--- config.mk ---
export PLATFORM = sky130hd
export DESIGN_NAME = latest_record_scanner_top_flat
export DESIGN_NICKNAME = d
export VERILOG_FILES = /design/src/sv/lrs_pkg.sv /design/src/sv/lrs_if.sv /design/src/sv/lrs_slot_check.sv /design/src/sv/lrs_rsp_queue.sv /design/src/sv/latest_record_scanner_top.sv /design/src/flat_wrapper.sv
export SDC_FILE = /design/constraint.sdc
export NUM_CORES = 1
export LEC_CHECK = 0
export ABC_AREA = 1
export BUFFER_PORTS_ARGS = -buffer_cell sky130_fd_sc_hd__clkbuf_2
export CORE_MARGIN = 1.5
export CORE_UTILIZATION = 50
export CTS_CLUSTER_DIAMETER = 100
export DETAILED_ROUTE_END_ITERATION = 6
export PLACE_DENSITY = 0.74
export SYNTH_ARGS = -nofsm -noshare
export SYNTH_HDL_FRONTEND = slang
export SYNTH_SLANG_ARGS = --single-unit
export TNS_END_PERCENT = 1
--- constraint.sdc ---
create_clock -name clock -period 15.5 [get_ports clock]
set_input_delay 1.55 -clock clock [delete_from_list [all_inputs] [get_ports clock]]
set_output_delay 1.55 -clock clock [all_outputs]
set_load 0.02 [all_outputs]
--- src/sv/lrs_pkg.sv ---
// ----------------------------------------------------------------------------
// lrs_pkg
// Shared types, constants and the crc helper for the latest record scanner.
// ----------------------------------------------------------------------------
package lrs_pkg;

   localparam int SLOT_BYTES_DEF = 32;
   localparam int MAX_SLOTS_DEF  = 256;

   localparam logic [15:0] CRC_INIT = 16'hFFFF;
   localparam logic [15:0] CRC_POLY = 16'h1021;
   localparam logic [15:0] CRC_TOP  = 16'h8000;
   localparam logic [7:0]  CRC_SPAN = 8'd18;

   // byte offsets within a slot
   localparam logic [7:0] OFS_MAGIC_HI = 8'd3;
   localparam logic [7:0] OFS_SEQ      = 8'd4;
   localparam logic [7:0] OFS_VERSION  = 8'd8;
   localparam logic [7:0] OFS_ATTEMPTS = 8'd9;
   localparam logic [7:0] OFS_LOCKOUT  = 8'd10;
   localparam logic [7:0] OFS_BOOTS    = 8'd14;
   localparam logic [7:0] OFS_CRC_LO   = 8'd18;
   localparam logic [7:0] OFS_CRC_HI   = 8'd19;

   // configuration register indexes
   localparam logic CSR_MAGIC   = 1'b0;
   localparam logic CSR_VERSION = 1'b1;

   typedef struct packed {
      logic        done;
      logic        ok;
      logic [31:0] sequence_num;
      logic [7:0]  attempts;
      logic [31:0] lockout;
      logic [31:0] boots;
   } slot_rec_type;

   typedef struct packed {
      logic        found;
      logic [7:0]  best_slot;
      logic [31:0] best_sequence;
      logic [7:0]  failed_attempts;
      logic [31:0] lockout_deadline;
      logic [31:0] boot_total;
      logic [8:0]  slots_scanned;
      logic [7:0]  next_slot;
      logic [31:0] next_sequence;
   } rsp_type;

   function automatic logic [15:0] crc_byte(input logic [15:0] crc, input logic [7:0] b);
      logic [15:0] c;
      c = crc ^ {b, 8'h00};
      for (int k = 0; k < 8; k++) begin
         if ((c & CRC_TOP) != 16'h0000) begin
            c = {c[14:0], 1'b0} ^ CRC_POLY;
         end else begin
            c = {c[14:0], 1'b0};
         end
      end
      return c;
   endfunction

endpackage

--- src/sv/lrs_if.sv ---
// ----------------------------------------------------------------------------
// lrs_req_if / lrs_rsp_if
// Valid/ready channels for image bytes and scan results.
// ----------------------------------------------------------------------------
interface lrs_req_if;
   logic       valid;
   logic       ready;
   logic [7:0] image_byte;
   logic       final_byte;

   modport source (output valid, output image_byte, output final_byte, input ready);
   modport sink   (input valid, input image_byte, input final_byte, output ready);
endinterface

interface lrs_rsp_if;
   logic        valid;
   logic        ready;
   logic        found;
   logic [7:0]  best_slot;
   logic [31:0] best_sequence;
   logic [7:0]  failed_attempts;
   logic [31:0] lockout_deadline;
   logic [31:0] boot_total;
   logic [8:0]  slots_scanned;
   logic [7:0]  next_slot;
   logic [31:0] next_sequence;

   modport source (output valid, output found, output best_slot, output best_sequence,
                   output failed_attempts, output lockout_deadline, output boot_total,
                   output slots_scanned, output next_slot, output next_sequence,
                   input ready);
   modport sink   (input valid, input found, input best_slot, input best_sequence,
                   input failed_attempts, input lockout_deadline, input boot_total,
                   input slots_scanned, input next_slot, input next_sequence,
                   output ready);
endinterface

--- src/sv/lrs_slot_check.sv ---
// ----------------------------------------------------------------------------
// lrs_slot_check
// Per-byte slot decode: field capture, magic/version check and crc check.
// ----------------------------------------------------------------------------
module lrs_slot_check
   import lrs_pkg::*;
#(
   parameter int SLOT_BYTES = SLOT_BYTES_DEF
) (
   input  logic         clock,
   input  logic         reset,
   input  logic         take,
   input  logic         flush,
   input  logic [7:0]   image_byte,
   input  logic [31:0]  record_magic,
   input  logic [7:0]   record_version,
   output slot_rec_type rec
);

   localparam int OFF_W = $clog2(SLOT_BYTES);
   localparam logic [OFF_W-1:0] LAST_OFF = OFF_W'(SLOT_BYTES - 1);

   logic [OFF_W-1:0] off_ff, off_in;
   logic [15:0]      crc_ff, crc_in, crc_upd;
   logic             hdr_ff, hdr_in, hdr_upd;
   logic [31:0]      magic_ff, magic_in;
   logic [31:0]      seq_ff, seq_in;
   logic [7:0]       att_ff, att_in;
   logic [31:0]      lock_ff, lock_in;
   logic [31:0]      boots_ff, boots_in;
   logic [7:0]       crc_lo_ff, crc_lo_in;
   logic [7:0]       off8;
   logic [1:0]       lane_a, lane_b;
   logic             clear;

   assign off8   = 8'(off_ff);
   assign lane_a = off8[1:0];
   assign lane_b = 2'(off8[1:0] - 2'd2);

   always_comb begin
      crc_upd   = crc_ff;
      hdr_upd   = hdr_ff;
      magic_in  = magic_ff;
      seq_in    = seq_ff;
      att_in    = att_ff;
      lock_in   = lock_ff;
      boots_in  = boots_ff;
      crc_lo_in = crc_lo_ff;

      if (off8 < CRC_SPAN) begin
         crc_upd = crc_byte(crc_ff, image_byte);
      end

      if (off8 < OFS_SEQ) begin
         magic_in[{lane_a, 3'b000} +: 8] = image_byte;
         if (off8 == OFS_MAGIC_HI && {image_byte, magic_ff[23:0]} != record_magic) begin
            hdr_upd = 1'b0;
         end
      end else if (off8 < OFS_VERSION) begin
         seq_in[{lane_a, 3'b000} +: 8] = image_byte;
      end else if (off8 == OFS_VERSION) begin
         if (image_byte != record_version) begin
            hdr_upd = 1'b0;
         end
      end else if (off8 == OFS_ATTEMPTS) begin
         att_in = image_byte;
      end else if (off8 < OFS_BOOTS) begin
         lock_in[{lane_b, 3'b000} +: 8] = image_byte;
      end else if (off8 < OFS_CRC_LO) begin
         boots_in[{lane_b, 3'b000} +: 8] = image_byte;
      end else if (off8 == OFS_CRC_LO) begin
         crc_lo_in = image_byte;
      end else if (off8 == OFS_CRC_HI) begin
         if ({image_byte, crc_lo_ff} != crc_ff) begin
            hdr_upd = 1'b0;
         end
      end

      rec.done         = take && (off_ff == LAST_OFF);
      rec.ok           = hdr_upd;
      rec.sequence_num = seq_in;
      rec.attempts     = att_in;
      rec.lockout      = lock_in;
      rec.boots        = boots_in;

      clear = flush || rec.done;
      if (clear) begin
         off_in = '0;
         crc_in = CRC_INIT;
         hdr_in = 1'b1;
      end else if (take) begin
         off_in = off_ff + 1'b1;
         crc_in = crc_upd;
         hdr_in = hdr_upd;
      end else begin
         off_in = off_ff;
         crc_in = crc_ff;
         hdr_in = hdr_ff;
      end
   end

   always_ff @(posedge clock) begin
      if (reset) begin
         off_ff <= '0;
         crc_ff <= CRC_INIT;
         hdr_ff <= 1'b1;
      end else begin
         off_ff <= off_in;
         crc_ff <= crc_in;
         hdr_ff <= hdr_in;
      end
   end

   always_ff @(posedge clock) begin
      if (take) begin
         magic_ff  <= magic_in;
         seq_ff    <= seq_in;
         att_ff    <= att_in;
         lock_ff   <= lock_in;
         boots_ff  <= boots_in;
         crc_lo_ff <= crc_lo_in;
      end
   end

endmodule

--- src/sv/lrs_rsp_queue.sv ---
// ----------------------------------------------------------------------------
// lrs_rsp_queue
// Result register with one skid entry; ready to the request side is registered.
// ----------------------------------------------------------------------------
module lrs_rsp_queue
   import lrs_pkg::*;
(
   input  logic      clock,
   input  logic      reset,
   input  logic      push,
   input  rsp_type   push_data,
   output logic      space,
   lrs_rsp_if.source rsp
);

   logic    head_v_ff, head_v_in;
   logic    skid_v_ff, skid_v_in;
   rsp_type head_ff, head_in;
   rsp_type skid_ff, skid_in;
   logic    pop;

   assign pop   = head_v_ff && rsp.ready;
   assign space = !skid_v_ff;

   always_comb begin
      head_v_in = head_v_ff;
      skid_v_in = skid_v_ff;
      head_in   = head_ff;
      skid_in   = skid_ff;
      if (pop) begin
         if (skid_v_ff) begin
            head_in   = skid_ff;
            skid_v_in = 1'b0;
         end else if (push) begin
            head_in = push_data;
         end else begin
            head_v_in = 1'b0;
         end
      end else if (!head_v_ff) begin
         if (push) begin
            head_in   = push_data;
            head_v_in = 1'b1;
         end
      end else if (push) begin
         skid_in   = push_data;
         skid_v_in = 1'b1;
      end
   end

   always_ff @(posedge clock) begin
      if (reset) begin
         head_v_ff <= 1'b0;
         skid_v_ff <= 1'b0;
      end else begin
         head_v_ff <= head_v_in;
         skid_v_ff <= skid_v_in;
      end
   end

   always_ff @(posedge clock) begin
      head_ff <= head_in;
      skid_ff <= skid_in;
   end

   assign rsp.valid            = head_v_ff;
   assign rsp.found            = head_ff.found;
   assign rsp.best_slot        = head_ff.best_slot;
   assign rsp.best_sequence    = head_ff.best_sequence;
   assign rsp.failed_attempts  = head_ff.failed_attempts;
   assign rsp.lockout_deadline = head_ff.lockout_deadline;
   assign rsp.boot_total       = head_ff.boot_total;
   assign rsp.slots_scanned    = head_ff.slots_scanned;
   assign rsp.next_slot        = head_ff.next_slot;
   assign rsp.next_sequence    = head_ff.next_sequence;

   a_push_has_room: assert property (@(posedge clock) disable iff (reset)
      push |-> !skid_v_ff)
      else $error("result pushed with skid entry full");

   a_skid_behind_head: assert property (@(posedge clock) disable iff (reset)
      skid_v_ff |-> head_v_ff)
      else $error("skid entry held without head entry");

endmodule

--- src/sv/latest_record_scanner_top.sv ---
// ----------------------------------------------------------------------------
// latest_record_scanner_top
// Scans a slotted flash image byte by byte and reports the newest valid record.
//
//   channel  dir  handshake      payload
//   req      in   valid/ready    image_byte[7:0], final_byte
//   rsp      out  valid/ready    found .. next_sequence, one per final byte
//   csr      in   csr_wr_en      csr_index (0 magic, 1 version), csr_wr_data[31:0]
//
// One request per cycle while ready is high; accepted bytes fold into slot state.
// A final byte's result is registered in the result register or the skid entry.
// A result register plus one skid entry decouple the sides; ready drops only
// while both hold results.
// Synchronous reset clears scan state; magic and version reset to zero.
// ----------------------------------------------------------------------------
module latest_record_scanner_top
   import lrs_pkg::*;
#(
   parameter int SLOT_BYTES = SLOT_BYTES_DEF,
   parameter int MAX_SLOTS  = MAX_SLOTS_DEF
) (
   input  logic        clock,
   input  logic        reset,
   lrs_req_if.sink     req,
   lrs_rsp_if.source   rsp,
   input  logic        csr_wr_en,
   input  logic        csr_index,
   input  logic [31:0] csr_wr_data
);

   logic [31:0]  magic_ff;
   logic [7:0]   version_ff;
   logic [8:0]   count_ff, count_in, count_upd;
   logic         have_ff, have_in, have_upd;
   logic [7:0]   wslot_ff, wslot_in, wslot_upd;
   logic [31:0]  wseq_ff, wseq_in, wseq_upd;
   logic [7:0]   watt_ff, watt_in, watt_upd;
   logic [31:0]  wlock_ff, wlock_in, wlock_upd;
   logic [31:0]  wboots_ff, wboots_in, wboots_upd;
   logic         accept, take, space, push;
   logic [8:0]   slot_plus;
   slot_rec_type rec;
   rsp_type      result;

   assign accept = req.valid && req.ready;
   assign take   = accept && (count_ff < 9'(MAX_SLOTS));
   assign push   = accept && req.final_byte;
   assign req.ready = space;

   always_ff @(posedge clock) begin
      if (reset) begin
         magic_ff   <= '0;
         version_ff <= '0;
      end else if (csr_wr_en) begin
         case (csr_index)
            CSR_MAGIC:   magic_ff   <= csr_wr_data;
            CSR_VERSION: version_ff <= csr_wr_data[7:0];
            default:     magic_ff   <= magic_ff;
         endcase
      end
   end

   lrs_slot_check #(
      .SLOT_BYTES (SLOT_BYTES)
   ) u_slot (
      .clock          (clock),
      .reset          (reset),
      .take           (take),
      .flush          (push),
      .image_byte     (req.image_byte),
      .record_magic   (magic_ff),
      .record_version (version_ff),
      .rec            (rec)
   );

   always_comb begin
      count_upd  = count_ff;
      have_upd   = have_ff;
      wslot_upd  = wslot_ff;
      wseq_upd   = wseq_ff;
      watt_upd   = watt_ff;
      wlock_upd  = wlock_ff;
      wboots_upd = wboots_ff;
      if (rec.done) begin
         if (rec.ok && (!have_ff || rec.sequence_num > wseq_ff)) begin
            have_upd   = 1'b1;
            wslot_upd  = count_ff[7:0];
            wseq_upd   = rec.sequence_num;
            watt_upd   = rec.attempts;
            wlock_upd  = rec.lockout;
            wboots_upd = rec.boots;
         end
         count_upd = count_ff + 9'd1;
      end

      // winner index is always below the slot count
      slot_plus = {1'b0, wslot_upd} + 9'd1;
      result.found            = have_upd;
      result.best_slot        = wslot_upd;
      result.best_sequence    = wseq_upd;
      result.failed_attempts  = watt_upd;
      result.lockout_deadline = wlock_upd;
      result.boot_total       = wboots_upd;
      result.slots_scanned    = count_upd;
      result.next_sequence    = wseq_upd + 32'd1;
      if (have_upd && slot_plus != count_upd) begin
         result.next_slot = slot_plus[7:0];
      end else begin
         result.next_slot = 8'd0;
      end

      if (push) begin
         count_in  = '0;
         have_in   = 1'b0;
         wslot_in  = '0;
         wseq_in   = '0;
         watt_in   = '0;
         wlock_in  = '0;
         wboots_in = '0;
      end else begin
         count_in  = count_upd;
         have_in   = have_upd;
         wslot_in  = wslot_upd;
         wseq_in   = wseq_upd;
         watt_in   = watt_upd;
         wlock_in  = wlock_upd;
         wboots_in = wboots_upd;
      end
   end

   always_ff @(posedge clock) begin
      if (reset) begin
         count_ff  <= '0;
         have_ff   <= 1'b0;
         wslot_ff  <= '0;
         wseq_ff   <= '0;
         watt_ff   <= '0;
         wlock_ff  <= '0;
         wboots_ff <= '0;
      end else begin
         count_ff  <= count_in;
         have_ff   <= have_in;
         wslot_ff  <= wslot_in;
         wseq_ff   <= wseq_in;
         watt_ff   <= watt_in;
         wlock_ff  <= wlock_in;
         wboots_ff <= wboots_in;
      end
   end

   lrs_rsp_queue u_queue (
      .clock     (clock),
      .reset     (reset),
      .push      (push),
      .push_data (result),
      .space     (space),
      .rsp       (rsp)
   );

   a_count_limit: assert property (@(posedge clock) disable iff (reset)
      count_ff <= 9'(MAX_SLOTS))
      else $error("slot count beyond limit");

   a_winner_below_count: assert property (@(posedge clock) disable iff (reset)
      have_ff |-> ({1'b0, wslot_ff} < count_ff))
      else $error("winner slot not below slot count");

   a_scan_cleared: assert property (@(posedge clock) disable iff (reset)
      push |=> (count_ff == 9'd0) && !have_ff)
      else $error("scan state not cleared after final byte");

endmodule

--- src/flat_wrapper.sv ---
// flat-port wrapper written by rule: the top's interface ports become plain ports
module latest_record_scanner_top_flat import lrs_pkg::*;
#(
   parameter int SLOT_BYTES = SLOT_BYTES_DEF,
   parameter int MAX_SLOTS  = MAX_SLOTS_DEF
)
  (clock, reset, csr_wr_en, csr_index, csr_wr_data, req_valid, req_image_byte, req_final_byte, req_ready, rsp_valid, rsp_found, rsp_best_slot, rsp_best_sequence, rsp_failed_attempts, rsp_lockout_deadline, rsp_boot_total, rsp_slots_scanned, rsp_next_slot, rsp_next_sequence, rsp_ready);
  lrs_req_if req_i ();
  lrs_rsp_if rsp_i ();
  input  logic clock;
  input  logic reset;
  input  logic csr_wr_en;
  input  logic csr_index;
  input  logic [31:0] csr_wr_data;
  input wire logic [$bits(req_i.valid)-1:0] req_valid;
  input wire logic [$bits(req_i.image_byte)-1:0] req_image_byte;
  input wire logic [$bits(req_i.final_byte)-1:0] req_final_byte;
  output wire logic [$bits(req_i.ready)-1:0] req_ready;
  output wire logic [$bits(rsp_i.valid)-1:0] rsp_valid;
  output wire logic [$bits(rsp_i.found)-1:0] rsp_found;
  output wire logic [$bits(rsp_i.best_slot)-1:0] rsp_best_slot;
  output wire logic [$bits(rsp_i.best_sequence)-1:0] rsp_best_sequence;
  output wire logic [$bits(rsp_i.failed_attempts)-1:0] rsp_failed_attempts;
  output wire logic [$bits(rsp_i.lockout_deadline)-1:0] rsp_lockout_deadline;
  output wire logic [$bits(rsp_i.boot_total)-1:0] rsp_boot_total;
  output wire logic [$bits(rsp_i.slots_scanned)-1:0] rsp_slots_scanned;
  output wire logic [$bits(rsp_i.next_slot)-1:0] rsp_next_slot;
  output wire logic [$bits(rsp_i.next_sequence)-1:0] rsp_next_sequence;
  input wire logic [$bits(rsp_i.ready)-1:0] rsp_ready;
  assign req_i.valid = req_valid;
  assign req_i.image_byte = req_image_byte;
  assign req_i.final_byte = req_final_byte;
  assign req_ready = req_i.ready;
  assign rsp_valid = rsp_i.valid;
  assign rsp_found = rsp_i.found;
  assign rsp_best_slot = rsp_i.best_slot;
  assign rsp_best_sequence = rsp_i.best_sequence;
  assign rsp_failed_attempts = rsp_i.failed_attempts;
  assign rsp_lockout_deadline = rsp_i.lockout_deadline;
  assign rsp_boot_total = rsp_i.boot_total;
  assign rsp_slots_scanned = rsp_i.slots_scanned;
  assign rsp_next_slot = rsp_i.next_slot;
  assign rsp_next_sequence = rsp_i.next_sequence;
  assign rsp_i.ready = rsp_ready;
  latest_record_scanner_top #(.SLOT_BYTES(SLOT_BYTES), .MAX_SLOTS(MAX_SLOTS)) u_core (.clock(clock), .reset(reset), .req(req_i), .rsp(rsp_i), .csr_wr_en(csr_wr_en), .csr_index(csr_index), .csr_wr_data(csr_wr_data));
endmodule
==> reports/results.ini <==
[layout]
register_area_um2=17500
nets=3365
antennaDiodeCount=0
nFillCells=5037
fin_util=0.575
multiInputGateArea_um2=9900
layout-drive-gt1-share=0.137
area_delta_synth_final_pct=13.6
fin_cells=4097

[synthesis]
yosys.cell_count.top_type=nand2_1
syn_nets=3206
synthCells=3116
synth_top_area_frac=0.472
async_flop_share=0
ys.flop_type=edfxtp_1
synth_area_leaders=edfxtp_1 47%, dfxtp_1 13%, nand2_1 6.6%
yosysWarnings=0
synth_area_leader_cell=edfxtp_1
synth-edff-count=460
syn_avg_cell_area_um2=9.39
synth_cell_types=54
ys_ff_latch=646
synth_area_um2=29300
synth_common_cells=511 x nand2_1, 489 x nor2_1, 460 x edfxtp_1
synth.yosys.seq_area_share=0.599

[sta]
grt_setup_unrepaired=no
finalWorstSetupSlack_ns=8.10
finalSetupViolations=0
finalHoldViolCount=0
drv_slew=0
max_freq_mhz=135
relSlewSlack=0.263
skew_ns=0.0260
fin_crit_ns=7.40
timing.final.crit_share=0.477
setup_tns_ns=0
worst_pin_slew_ns=1.11

[routing]
drc_errors=0
num_vias=22100
drt_pre_antenna_iters=6
wl_per_cell_um=18.2
totalWireLength_um=74400
viasPerCell=5.40
ant_nets=0
drtIter0Drc=1872

[setup_path]
crit_type=reg2reg
cpPeakStageDelay_ns=0.68
cp_max_fo=103
cp-end-kind=flip-flop
cp-start-kind=flip-flop
ff2ff_path_depth=34
worstPathArrival_ns=7.87
slowest_stage=buf_4
cp.required_ns=15.97

[pwr]
p_leak_nw=13.4
peakVddDrop_mv=0.0877
power.density_nw_per_um2=123

[floorplan]
core_area_um2=57800
die_w_um=245
io_pins=211
initial_core_util=0.506
die_h_um=245
die_area_um2=60000
rows=88

[clocking]
cts_num_sinks=646
cts.clk_slew.worst_paths_ns=0.06
clock_latency_ns=0.62
post_cts_buffers=0
hold_buffers=0
cts_buffers=69
clockRootBuffer=clkbuf_16
cts_htree_levels=3
post_cts_resize_count=0
cts_tree=yes
cts_buffer_depth=3

[grt]
grt_max_degree=163
gr-total-overflow=0
antenna_found_initial=0
grt_pass1_vias=21000
grt_pass1_wl_um=117000
grt_use_total=0.247

[placed_design]
port-buffer-count=210
dpl.cell_count=3969
dpl_worst_slack_ns=7.91
place.gp.congestion=0.962
dp.final_hpwl_um=49800

[run_status]
outcome=complete, no violations

[hold_path]
holdPathStages=2
hold_path.class=reg2reg

[job]
cap_violations=0

## metrics by stage
step / area [um2] / hold WS [ns] / total power [mW]
6_report: 33200 / 0.470 / 4.10
3_5_place_dp: 30900 / 0.461 / 2.44
2_1_floorplan: 29300 / 0.437 / 2.30
5_1_grt: 33200 / 0.494 / 4.23
3_3_place_gp: 30900 / 0.456 / 2.43
4_1_cts: 33200 / 0.471 / 4.12
## path summary, 6_finish.rpt
path / start / endpoint / slack (ns)
max: u_core.u_slot.off_ff[0] / u_core.u_queue.rsp.next_sequence[24] / 8.10
min: u_core.wslot_ff[1] / u_core.wslot_ff[1] / 0.47
max reg2reg: u_core.u_slot.off_ff[0] / u_core.u_queue.rsp.next_sequence[24] / 8.10
min reg2reg: u_core.wslot_ff[1] / u_core.wslot_ff[1] / 0.47
## layout make-up
class                      instances  area share
clock buffer                      94      0.0569
timing repair buffer             232      0.0370
multi-input combinational       1984       0.298
inverter                         342      0.0388
clock inverter                    34      0.0131
sequential                       646       0.528
tap                              765      0.0288
## power by group
group	switching [mW]	total, mW	internal [mW]	leakage [nW]
clock	0.693	1.69	0.999	1.13
combinational	0.261	0.386	0.125	6.14
sequential	0.0588	2.02	1.96	6.08
## critical path: cells and delay by family (launching register included)
kind,cells,cell delay (ns)
flops,1,0.57
fa+ha+maj,3,1.17
buf+inv,9,2.06
xor+xnor,1,0.23
compound gates,3,0.57
simple gates,18,2.59
## sequential cells by signal, indices dropped and copies added (netlist names), 9 cells and up
register                             count
u_core.wseq_ff                          32
u_core.u_slot.crc_ff                    16
u_core.u_queue.rsp.lockout_deadline     32
u_core.u_queue.rsp.best_sequence        32
u_core.u_slot.lock_ff                   32
u_core.u_slot.seq_ff                    32
u_core.u_queue.rsp.next_sequence        32
u_core.u_slot.boots_ff                  32
u_core.u_queue.rsp.slots_scanned         9
u_core.count_ff                          9
u_core.u_queue.rsp.boot_total           32
u_core.u_slot.magic_ff                  24
u_core.wboots_ff                        32
u_core.magic_ff                         32
u_core.wlock_ff                         32
u_core.u_queue.skid_ff                 162
## kinds of logic after synthesis
kind of cell	Yosys count	share of synthesized area
buffers and inverters	486	0.0643
AOI/OAI and AO/OA	651	0.120
adders and majority gates	43	0.0184
muxes	2	0.000727
xor gates and xnor gates	89	0.0280
and+or+nand+nor	1199	0.169
DFF	646	0.599
## cell usage in the layout, fill, tap and decap left out, types with 46 or more instances in the layout
cell       netlist  routed
dfxtp_1        186     186
inv_1          326     325
o21ai_0        213     213
nand3_1         47      46
clkbuf_2         1     210
a21oi_1        366     366
edfxtp_1       460     460
clkbuf_16        0      69
nor2_1         489     487
nand2_1        511     509
or2_2           63      63
## layer usage
metal,global-route usage,vias up,part of all wire
met5,0,-,0
met4,0.0873,0,0.032
met3,0.0431,148,0.068
met2,0.397,830,0.47
met1,0.336,10500,0.43
li1,-,10700,-
(Power assumes the default switching activity.)
